### src/hw/rtl/dtcn_pkg.sv
// Package for the decimal to Chinese numeral token reader.
// Shared sizes, token codes and the controller/datapath command and status types.
// No dependencies.
package dtcn_pkg;

  // Number of decimal places read out (1 to 9)
  localparam int DIGITS = 9;

  // Input and output field widths
  localparam int VALUE_W = 30;
  localparam int TOKEN_W = 4;

  // Largest value that fits; larger inputs saturate to it
  localparam int LIMIT = 10 ** DIGITS - 1;

  // BCD register and digit position widths
  localparam int BCD_W = 4 * DIGITS;
  localparam int POS_W = (DIGITS > 1) ? $clog2(DIGITS) : 1;

  // Double dabble takes two input bits per cycle
  localparam int CONV_STEPS = VALUE_W / 2;
  localparam int CNT_W = (CONV_STEPS > 1) ? $clog2(CONV_STEPS) : 1;

  // Token codes
  localparam logic [TOKEN_W-1:0] TOK_ZERO = 4'd0;
  localparam logic [TOKEN_W-1:0] TOK_TEN  = 4'd10;
  localparam logic [TOKEN_W-1:0] TOK_WAN  = 4'd13;
  localparam logic [TOKEN_W-1:0] TOK_YI   = 4'd14;

  // Controller to datapath commands
  typedef struct packed {
    logic load;       // capture and saturate the input, reset the readout state
    logic conv;       // one double dabble step (two bits)
    logic emit_step;  // one readout step
    logic emit_zero;  // emit the single zero token
  } dtcn_cmd_t;

  // Datapath to controller status
  typedef struct packed {
    logic conv_last;  // this conversion step is the final one
    logic all_zero;   // converted number is zero
    logic emit_done;  // this readout step finishes the number
  } dtcn_sts_t;

endpackage

### src/hw/rtl/decimal_to_chinese_numeral_tokens.sv
// Chinese numeral token reader, top level: controller plus datapath.
// Steps: accept, then double dabble conversion (two bits per cycle), then a single readout step
// for zero, else one readout step per digit place plus one per extra token at a place;
// each token shows in the cycle after its readout step.
// A new number is accepted only once the last one has been read out. Tokens cannot be stalled.
// Synchronous reset returns to idle with no strobe pending.
module decimal_to_chinese_numeral_tokens
  import dtcn_pkg::*;
(
  input  logic               clk,
  input  logic               rst,
  input  logic               start,
  input  logic [VALUE_W-1:0] value,
  output logic               busy,
  output logic               strobe,
  output logic [TOKEN_W-1:0] token,
  output logic               last
);

  dtcn_cmd_t cmd;
  dtcn_sts_t sts;

  dtcn_ctrl u_ctrl (
    .clk   (clk),
    .rst   (rst),
    .start (start),
    .sts   (sts),
    .cmd   (cmd),
    .busy  (busy)
  );

  dtcn_datapath u_dp (
    .clk    (clk),
    .rst    (rst),
    .value  (value),
    .cmd    (cmd),
    .sts    (sts),
    .strobe (strobe),
    .token  (token),
    .last   (last)
  );

  // Tokens only come out of a transaction in progress
  a_strobe_busy: assert property (@(posedge clk) disable iff (rst)
    strobe |-> $past(busy))
    else $error("token strobe without a transaction in progress");

  // An accepted transaction makes the block busy
  a_accept_busy: assert property (@(posedge clk) disable iff (rst)
    (start && !busy) |=> busy)
    else $error("accepted transaction did not raise busy");

  // The final token is not followed directly by another token
  a_last_gap: assert property (@(posedge clk) disable iff (rst)
    (strobe && last) |=> !strobe)
    else $error("token strobe right after the final token");

  // Token codes stay within the defined set
  a_token_range: assert property (@(posedge clk) disable iff (rst)
    strobe |-> (token <= TOK_YI))
    else $error("token code out of range");

endmodule

### src/hw/rtl/dtcn_ctrl.sv
// Controller for the Chinese numeral token reader.
// Sequences capture, binary to BCD conversion and token readout.
// Depends on dtcn_pkg.
module dtcn_ctrl
  import dtcn_pkg::*;
(
  input  logic       clk,
  input  logic       rst,
  input  logic       start,
  input  dtcn_sts_t  sts,
  output dtcn_cmd_t  cmd,
  output logic       busy
);

  typedef enum logic [1:0] {
    S_IDLE,
    S_CONV,
    S_EMIT
  } state_t;

  state_t state;
  state_t state_next;

  // Next state and commands
  always_comb begin
    state_next = state;
    cmd        = '0;
    unique case (state)
      S_IDLE: begin
        if (start) begin
          cmd.load   = 1'b1;
          state_next = S_CONV;
        end
      end
      S_CONV: begin
        cmd.conv = 1'b1;
        if (sts.conv_last) begin
          state_next = S_EMIT;
        end
      end
      S_EMIT: begin
        if (sts.all_zero) begin
          cmd.emit_zero = 1'b1;
          state_next    = S_IDLE;
        end else begin
          cmd.emit_step = 1'b1;
          if (sts.emit_done) begin
            state_next = S_IDLE;
          end
        end
      end
      default: state_next = S_IDLE;
    endcase
  end

  // State and registered busy flag
  always_ff @(posedge clk) begin
    if (rst) begin
      state <= S_IDLE;
      busy  <= 1'b0;
    end else begin
      state <= state_next;
      busy  <= (state_next != S_IDLE);
    end
  end

endmodule

### src/hw/rtl/dtcn_datapath.sv
// Datapath for the Chinese numeral token reader.
// Saturation, two-bit-per-cycle double dabble, and the token readout sequencer.
// Depends on dtcn_pkg.
module dtcn_datapath
  import dtcn_pkg::*;
(
  input  logic               clk,
  input  logic               rst,
  input  logic [VALUE_W-1:0] value,
  input  dtcn_cmd_t          cmd,
  output dtcn_sts_t          sts,
  output logic               strobe,
  output logic [TOKEN_W-1:0] token,
  output logic               last
);

  // Slots within one digit place, in emission order
  localparam logic [1:0] SLOT_ZERO  = 2'd0;
  localparam logic [1:0] SLOT_GLYPH = 2'd1;
  localparam logic [1:0] SLOT_UNIT  = 2'd2;
  localparam logic [1:0] SLOT_WAN   = 2'd3;

  localparam logic [VALUE_W-1:0] LIMIT_V = VALUE_W'(LIMIT);

  logic [VALUE_W-1:0] bin;
  logic [BCD_W-1:0]   bcd;
  logic [CNT_W-1:0]   cnt;
  logic [POS_W-1:0]   pos;
  logic [1:0]         slot;
  logic               zp;
  logic               started;

  // Add 3 to every BCD digit of 5 or more
  function automatic logic [BCD_W-1:0] dd_add3(input logic [BCD_W-1:0] b);
    logic [BCD_W-1:0] r;
    r = b;
    for (int i = 0; i < DIGITS; i++) begin
      if (b[i*4 +: 4] >= 4'd5) begin
        r[i*4 +: 4] = b[i*4 +: 4] + 4'd3;
      end
    end
    return r;
  endfunction

  // Two double dabble steps
  logic [BCD_W-1:0] bcd_a;
  logic [BCD_W-1:0] bcd_b;
  always_comb begin
    bcd_a = dd_add3(bcd);
    bcd_a = {bcd_a[BCD_W-2:0], bin[VALUE_W-1]};
    bcd_b = dd_add3(bcd_a);
    bcd_b = {bcd_b[BCD_W-2:0], bin[VALUE_W-2]};
  end

  // Current digit and place facts
  logic [3:0] d;
  logic [3:0] pos4;
  logic       nz;
  logic       grp_nz;
  logic       below_nz;
  always_comb begin
    d        = bcd[pos*4 +: 4];
    pos4     = 4'(pos);
    nz       = (d != 4'd0);
    grp_nz   = 1'b0;
    below_nz = 1'b0;
    for (int i = 0; i < DIGITS; i++) begin
      if (i >= 4 && i <= 7 && bcd[i*4 +: 4] != 4'd0) begin
        grp_nz = 1'b1;
      end
      if (4'(i) < pos4 && bcd[i*4 +: 4] != 4'd0) begin
        below_nz = 1'b1;
      end
    end
  end

  // Which slots this place produces, and the first one still due
  logic [3:0]         present;
  logic [3:0]         avail;
  logic               any_avail;
  logic [1:0]         first;
  logic               more_here;
  logic               later_any;
  logic [TOKEN_W-1:0] tok_sel;
  always_comb begin
    present[SLOT_ZERO]  = nz && zp;
    present[SLOT_GLYPH] = nz;
    present[SLOT_UNIT]  = nz && ((DIGITS == 9 && pos4 == 4'd8) || pos4[1:0] != 2'd0);
    present[SLOT_WAN]   = (DIGITS >= 5) && pos4 == 4'd4 && grp_nz;

    for (int j = 0; j < 4; j++) begin
      avail[j] = present[j] && (2'(j) >= slot);
    end
    any_avail = |avail;

    first = SLOT_WAN;
    for (int j = 3; j >= 0; j--) begin
      if (avail[j]) begin
        first = 2'(j);
      end
    end

    more_here = 1'b0;
    for (int j = 0; j < 4; j++) begin
      if (present[j] && any_avail && 2'(j) > first) begin
        more_here = 1'b1;
      end
    end

    // Tokens still to come from lower places
    later_any = below_nz || ((DIGITS >= 5) && pos4 > 4'd4 && grp_nz);

    unique case (first)
      SLOT_ZERO:  tok_sel = TOK_ZERO;
      SLOT_GLYPH: tok_sel = d;
      SLOT_UNIT:  tok_sel = (pos4 == 4'd8) ? TOK_YI
                                           : TOK_TEN + {2'b00, pos4[1:0]} - 4'd1;
      SLOT_WAN:   tok_sel = TOK_WAN;
      default:    tok_sel = TOK_ZERO;
    endcase
  end

  logic advance;
  assign advance = !more_here;

  // Status to the controller
  always_comb begin
    sts.conv_last = (cnt == CNT_W'(CONV_STEPS - 1));
    sts.all_zero  = (bcd == '0);
    sts.emit_done = (pos == '0) && advance;
  end

  // Conversion and readout registers
  always_ff @(posedge clk) begin
    if (cmd.load) begin
      bin     <= (value > LIMIT_V) ? LIMIT_V : value;
      bcd     <= '0;
      cnt     <= '0;
      pos     <= POS_W'(DIGITS - 1);
      slot    <= SLOT_ZERO;
      zp      <= 1'b0;
      started <= 1'b0;
    end else if (cmd.conv) begin
      bin <= {bin[VALUE_W-3:0], 2'b00};
      bcd <= bcd_b;
      cnt <= cnt + CNT_W'(1);
    end else if (cmd.emit_step) begin
      if (any_avail) begin
        started <= 1'b1;
      end
      if (advance) begin
        pos  <= pos - POS_W'(1);
        slot <= SLOT_ZERO;
        if (nz) begin
          zp <= 1'b0;
        end else if (started) begin
          zp <= 1'b1;
        end
      end else begin
        slot <= first + 2'd1;
      end
    end
  end

  // Output register: one token per strobe
  always_ff @(posedge clk) begin
    if (rst) begin
      strobe <= 1'b0;
    end else begin
      strobe <= cmd.emit_zero || (cmd.emit_step && any_avail);
    end
  end

  always_ff @(posedge clk) begin
    if (cmd.emit_zero) begin
      token <= TOK_ZERO;
      last  <= 1'b1;
    end else begin
      token <= tok_sel;
      last  <= !more_here && !later_any;
    end
  end

endmodule

### config.mk
export PLATFORM = sky130hd
export DESIGN_NAME = decimal_to_chinese_numeral_tokens
export DESIGN_NICKNAME = d
export VERILOG_FILES = /design/src/hw/rtl/dtcn_pkg.sv /design/src/hw/rtl/decimal_to_chinese_numeral_tokens.sv /design/src/hw/rtl/dtcn_ctrl.sv /design/src/hw/rtl/dtcn_datapath.sv
export SDC_FILE = /design/constraint.sdc
export NUM_CORES = 1
export LEC_CHECK = 0
export ABC_AREA = 1
export BUFFER_PORTS_ARGS = -buffer_cell sky130_fd_sc_hd__buf_2
export CAP_MARGIN = 20
export CELL_PAD_IN_SITES_DETAIL_PLACEMENT = 0
export CELL_PAD_IN_SITES_GLOBAL_PLACEMENT = 2
export CORE_MARGIN = 4
export CORE_UTILIZATION = 35
export DETAILED_ROUTE_END_ITERATION = 12
export PLACE_DENSITY_LB_ADDON = 0.3
export SLEW_MARGIN = 20
export SYNTH_ARGS = -nofsm -noshare
export SYNTH_HDL_FRONTEND = slang
export SYNTH_SLANG_ARGS = --single-unit
### constraint.sdc
create_clock -name clk -period 3.78 [get_ports clk]
set_clock_uncertainty 0.2 [all_clocks]
set_input_delay 0.756 -clock clk [delete_from_list [all_inputs] [get_ports clk]]
set_output_delay 0.756 -clock clk [all_outputs]
set_load 0.02 [all_outputs]
==> results of run 1 <==
==> per-stage QoR <==
step,power (W),setup WS (ns),hold WS (ns)
after floorplan,0.00281,0.807,0.228
final,0.00425,0.690,0.269
after global routing,0.00467,0.362,0.299
after CTS,0.00429,0.656,0.268
after detailed placement,0.00331,0.675,0.249
after global placement,0.00327,0.792,0.249
==> per-layer routing <==
metal	vias to the layer above	wire [um]	track usage, %
met4	0	177	4.28
met2	55	6690	24.5
met1	2525	7890	23.1
met5	-	0	0
met3	13	335	2.32
li1	2862	-	-
==> worst reg2reg max path, delay by kind of cell, from the launching register on <==
family | cells | cell delay [ns]
buf+inv | 4 | 0.53
flops | 1 | 0.64
simple gates | 14 | 1.25
compound gates | 1 | 0.16
fa+ha+maj | 1 | 0.20
==> layout make-up <==
| type | instances | area share [%] |
|---|---|---|
| inverters | 124 | 6.88 |
| well taps | 225 | 4.12 |
| repair buffers | 45 | 3.51 |
| multi-input cells | 610 | 51.1 |
| flip-flops and latches | 87 | 29.9 |
| clock inverters | 7 | 1.23 |
| clock buffers | 9 | 3.29 |
==> cells in the final DEF (no fill, tap or decap), types with 6 or more instances in the layout <==
cell type  count
nand2_1      162
inv_1        109
nor2_1        76
o21ai_0       73
nand3_1       67
dfxtp_1       57
a21oi_1       55
ha_1          55
buf_2         39
edfxtp_1      30
o21ai_1       23
inv_2         13
nand4_1       11
xor2_1        11
nand3_2       10
clkbuf_16      9
o22ai_1        8
nand2_2        7
buf_4          6
==> power by group through the flow <==
stage | clock, W | sequential [W] | combinational, W
final | 0.000952 | 0.00129 | 0.00200
after CTS | 0.000984 | 0.00130 | 0.00201
after detailed placement | 0 | 0.00132 | 0.00200
after global placement | 0 | 0.00131 | 0.00196
after global routing | 0.00102 | 0.00132 | 0.00232
after floorplan | 0 | 0.00129 | 0.00152
==> how the worst max path moves through the flow <==
stage | cells after the start | to | start | slack [ns]
floorplan | 5 | u_dp.bin[0] | start | 0.81
global placement | 19 | u_dp.pos[1] | u_dp.pos[0] | 0.79
detailed placement | 20 | u_dp.zp | u_dp.pos[0] | 0.67
CTS | 20 | u_dp.zp | u_dp.pos[0] | 0.66
global route | 20 | u_dp.zp | u_dp.pos[0] | 0.36
finish | 20 | u_dp.zp | u_dp.pos[0] | 0.69
==> flip-flops by register name, summed over array words and instances, names as in the netlist <==
| name | flops |
|---|---|
| u_dp.bcd | 36 |
| u_dp.bin | 30 |
| u_dp.cnt | 4 |
| u_dp.pos | 4 |
| u_dp.token | 4 |
| u_ctrl.state | 2 |
| u_dp.slot | 2 |
| u_ctrl.busy | 1 |
| u_dp.last | 1 |
| u_dp.started | 1 |
| u_dp.strobe | 1 |
| u_dp.zp | 1 |
==> kinds of logic (layout without fill, tap and decap cells) <==
group	Yosys count	in the layout	synth area share, %
buf+inv	144	185	9.83
simple gates	365	365	28.2
flops	87	87	33.3
compound gates	175	175	15.3
fa+ha+maj	55	55	11.2
xor+xnor	15	15	2.14
==> impl_metrics.yaml, run 1 <==
run_status:
  status: "finished clean"
sta:
  fmax_ghz: 0.324
  setup_violations: 0
  drv_slew: 0
  rsz0062_at_grt: "false"
  maxSlewHeadroom_pct: 54.4
  hold_violations: 0
  min_period_ns: 3.09
  tns_ns: 0
  post-route-period-util_pct: 81.7
  worst_pin_slew_ns: 0.678
worst_setup_path:
  critical_path_buf_inv_count: 4
  startpoint_type: "register"
  arrival_ns: 3.13
  worstRegToRegCells: 20
  cpLargestDelayFamily: "simple AND/OR/NAND/NOR gates"
  crit_path_top_delay_cell: "dfxtp_1"
  r2r_end: "u_dp.zp"
  critPathMaxFanout: 12
  crit_required_ns: 3.82
  crit_path_end_kind: "register"
  path_common_cell: "nand2_1"
  r2r_start: "u_dp.pos[0]"
  path_class: "reg2reg"
  slowest_delay_ns: 0.64
  r2r_slack_ns: 0.69
  crit_chain: "buf_4 -> nand2_1 -> nand3_1 -> nand2_1 -> nand2_1 -> nand3_4 -> nor2_4 -> nand2_4 -> nand2_4 -> inv_2 -> nand3_1 -> nand2_1 -> inv_2 -> ha_1 -> or2_1 -> nand2_2 -> inv_2 -> nand3_4 -> o21ai_1 -> nor2_1"
finish:
  num-fill-cells: 1823
  drive_gt1_share_pct: 12.8
  fin_util_pct: 39.7
  multi_input_area_um2: 3490
  num_antenna_cells: 0
  syn_to_final_growth_pct: 11.4
  seqCellArea_um2: 2040
  final_cells: 1107
  design_area_um2: 6840
  final_nets: 965
pwr:
  p_leak_nw: 3.17
  p_int_w: 0.00235
  peakVddDrop_v: 0.000244
  clockPowerShare_pct: 22.4
  combPwrFrac_pct: 47.2
  p_sw_w: 0.00190
  p_per_area_nw_per_um2: 622
  switching_share_pct: 44.7
  p_seq_share_pct: 30.5
placement:
  dpl_cell_area_um2: 6530
  place.port_buffers: 39
  place.gp.congestion: 0.827
  place_inst: 1091
  hpwl_mm: 11.4
hold_path:
  min_from: "u_dp.started"
  min_path_cells: 2
  hold_path_class: "reg2reg"
  holdPathEnd: "u_dp.started"
synthesis:
  netlist.area_leader.share_pct: 18.6
  netlist_top_cells_area: "dfxtp_1 (19%), edfxtp_1 (15%), ha_1 (11%), nand2_1 (9.9%), inv_1 (6.7%)"
  synth_edf_count: 30
  ys_seq_area_share_pct: 33.3
  ys_ff_latch: 87
  synthTopCellsByCount: "nand2_1 (162), inv_1 (109), nor2_1 (77)"
  synth_fp_nets: 929
  yosys.area.top_type: "dfxtp_1"
  synth.distinct_cells: 46
  syn-instance-count: 841
  synth-warning-count: 0
  synth.most_common_cell: "nand2_1"
  syn-cell-area_um2: 6130
  synth_async_sr_flop_share_pct: 0
  ys.flop_type: "dfxtp_1"
  synth_area_per_cell_um2: 7.29
grt:
  grt_pass1_wl_mm: 25.8
  grt_max_degree: 39
  antenna_found_initial: 0
  track_usage_pct: 15.9
  grt_pass1_vias: 5274
  grt_overflow: 0
clock_network:
  root_buffer: "clkbuf_16"
  tritoncts: "done"
  cts_setup_buffers: 0
  ctsHoldBuffers: 0
  htreeDepth: 3
  clk_latency_ns: 0.35
  clkSinkCount: 87
  clkTransAtPathRegs_ns: 0.07
  clockBufferDepth: 2
  cts_buffers: 9
  cts-resized-gates: 0
detailed_routing:
  routed_via_density: 4.93
  wl_mm: 15.1
  wire_per_inst_um: 13.6
  vias: 5455
  drtPass1Iterations: 5
  drtIter0Drc: 289
  antenna_left: 0
  drc: 0
die:
  initial_utilization_pct: 35.6
  num_io_pins: 40
  die_h_um: 140
  die_w_um: 140
  num_rows: 48
  die-area_um2: 19700
  coreArea_um2: 17200
flow_run:
  max-cap-violations: 0
Power figures use the tool's default switching activity.
==> run 2: changes to the inputs <==
- ABC_AREA: 1 -> 0
- clock period: 3.78 -> 2.9 ns (I/O delays scaled with it)
==> run 2 against run 1 <==
The run now ends with negative setup slack left. Worst hold slack worse by 0.017 ns. Critical path depth fell by 7. Sequential power up 39%. Worst setup slack worse by 0.81 ns. Synthesized cell count is 16% lower. Clock power increased by 25%. Routed wire length rose by 8.1%. Register-to-register slack worse by 0.81 ns. Power up 75%. Flip-flop and latch count is the same. Critical endpoint is now u_dp.pos[0].
==> impl_metrics.yaml, run 2 <==
synthesis:
  ys_ff_latch: 87
  yosys.area.top_type: "dfxtp_1"
  syn-cell-area_um2: 6090
  synth_async_sr_flop_share_pct: 0
  ys_seq_area_share_pct: 33.5
  synth.distinct_cells: 60
  synth_fp_nets: 795
  synthTopCellsByCount: "nand2_1 (86), o21ai_0 (58), dfxtp_1 (57)"
  syn-instance-count: 707
  netlist_top_cells_area: "dfxtp_1 (19%), edfxtp_1 (15%), ha_1 (11%), nand2_1 (5.3%), o21ai_0 (4.8%)"
  ys.flop_type: "dfxtp_1"
  synth_edf_count: 30
  synth.most_common_cell: "nand2_1"
  netlist.area_leader.share_pct: 18.7
  synth_area_per_cell_um2: 8.62
  synth-warning-count: 0
die:
  die_w_um: 140
  num_rows: 47
  initial_utilization_pct: 36.2
  die-area_um2: 19600
  num_io_pins: 40
  die_h_um: 140
  coreArea_um2: 16800
worst_setup_path:
  startpoint_type: "register"
  cpLargestDelayFamily: "compound AO/OA/AOI/OAI gates"
  r2r_end: "u_dp.pos[0]"
  crit_path_top_delay_cell: "dfxtp_4"
  crit_required_ns: 2.99
  critPathMaxFanout: 7
  r2r_start: "u_dp.pos[0]"
  crit_chain: "buf_6 -> mux4_2 -> nand2_2 -> o211ai_1 -> nor4_4 -> buf_4 -> a2111oi_4 -> inv_2 -> ha_4 -> nor3_4 -> nor2_4 -> a221oi_2 -> o311a_1"
  worstRegToRegCells: 13
  slowest_delay_ns: 0.39
  critical_path_buf_inv_count: 3
  path_class: "reg2reg"
  arrival_ns: 3.10
  r2r_slack_ns: -0.11
  crit_path_end_kind: "register"
flow_run:
  max-cap-violations: 0
clock_network:
  tritoncts: "done"
  clkTransAtPathRegs_ns: 0.07
  root_buffer: "clkbuf_16"
  clk_latency_ns: 0.35
  htreeDepth: 3
  cts_buffers: 9
  clkSinkCount: 87
  clockBufferDepth: 2
finish:
  syn_to_final_growth_pct: 25.5
  largest_register_ffs: 36
  design_area_um2: 7650
  num-fill-cells: 1661
  final_nets: 903
  final_cell_mix: "nand2_1 (84), buf_4 (83), o21ai_0 (58)"
  fin_util_pct: 45.5
  regMostFlops: "u_dp.bcd"
  reg_top3: "u_dp.bcd (36), u_dp.bin (30)"
  num_antenna_cells: 0
  final_common_cell: "nand2_1"
  final_cells: 1040
  drive_gt1_share_pct: 25.9
placement:
  place_inst: 1011
  place.port_buffers: 39
  dpl_cell_area_um2: 7090
  hpwl_mm: 12.1
  place_ws_ns: -0.350
  place.gp.congestion: 0.920
detailed_routing:
  vias: 5433
  drc: 0
  wl_mm: 16.3
  drtPass1Iterations: 5
  routed_via_density: 5.22
  antenna_left: 0
  wire_per_inst_um: 15.7
  drtIter0Drc: 269
hold_path:
  min_from: "u_dp.bin[28]"
  min_path_cells: 2
  holdPathEnd: "u_dp.bcd[0]"
  hold_path_class: "reg2reg"
grt:
  grt_pass1_vias: 5357
  grt_overflow: 0
  grt_max_degree: 47
  track_usage_pct: 16.5
  antenna_found_initial: 1
  grt_pass1_wl_mm: 26.5
run_status:
  status: "finished with violations"
  failed_checks: "negative setup slack"
sta:
  hold_violations: 0
  tns_ns: -0.511
  worst_pin_slew_ns: 0.710
  setup_ws_ns: -0.115
  fmax_ghz: 0.332
  rsz0062_at_grt: "true"
  drv_slew: 0
  post-route-period-util_pct: 104
  min_period_ns: 3.01
  maxSlewHeadroom_pct: 52.6
  setup_violations: 6
pwr:
  p_per_area_nw_per_um2: 974
  p_leak_nw: 3.28
  peakVddDrop_v: 0.000351
## run 2: worst max-delay path by stage
stage	endpoint	slack, ns	startpoint	cells after the start
after detailed placement	u_dp.pos[2]	-0.35	u_dp.pos[0]	12
final	u_dp.pos[0]	-0.11	u_dp.pos[0]	13
after global placement	u_dp.pos[2]	-0.21	u_dp.pos[0]	12
after CTS	u_dp.pos[2]	-0.1	u_dp.pos[0]	13
after global routing	u_dp.pos[0]	-0.27	u_dp.pos[0]	13
after floorplan	u_dp.zp	-0.13	u_dp.pos[0]	11
## run 2: cells by family (layout without fill, tap and decap cells)
kind of cell	count (synthesis)	count (layout)	share of synthesized area [%]
buffers and inverters	76	189	4.97
AND/OR/NAND/NOR	261	261	22.3
AO/OA/AOI/OAI	161	161	16.1
multiplexers	46	46	8.81
XOR/XNOR	21	21	3.02
adder cells (fa/ha/maj)	55	55	11.3
flip-flops	87	87	33.5
## run 2: cell type report
cell class / count / area, um2 / area share [%]
Clock buffer: 9 / 225 / 2.95
Inverter: 46 / 173 / 2.26
Sequential cell: 87 / 2050 / 26.8
Timing Repair Buffer: 127 / 883 / 11.6
Multi-Input combinational cell: 544 / 3970 / 51.9
Clock inverter: 7 / 71.3 / 0.933
Tap cell: 220 / 275 / 3.60
## run 2: what timing repair did
| item | 4_1_cts | 5_1_grt |
|---|---|---|
| endpoints found under the setup margin | 10 | 14 |
| gates resized for setup | 20 | 21 |
| buffers inserted | 12 | 3 |
| hold buffers | 0 | 0 |
| pin swaps | 17 | 9 |
## run 2: layer usage
layer  track usage, %  vias to the layer above  wire, um
li1                 -                     2741         -
met5                0                        -        13
met1             20.0                     2571      7060
met2             29.5                       96      8290
met3             4.19                       23       716
met4             3.57                        2       239
## run 2: metrics by stage
stage / hold slack, ns / total power [W]
6_report: 0.252 / 0.00745
5_1_grt: 0.269 / 0.00811
4_1_cts: 0.238 / 0.00744
3_5_place_dp: 0.245 / 0.00610
3_3_place_gp: 0.246 / 0.00596
2_1_floorplan: 0.218 / 0.00466
## run 2: power breakdown
part	total, W	leakage, nW	internal [W]	switching, W
Combinational	0.00447	2.37	0.00210	0.00238
Clock	0.00119	0.142	0.000670	0.000517
Sequential	0.00179	0.767	0.00158	0.000208
Total	0.00745	3.28	0.00435	0.00310
## run 2: worst min-delay path, stage by stage, from the launching register on
cell and delay, ns:
edfxtp_1 0.33, nand2_1 0.05, o31ai_1 0.05
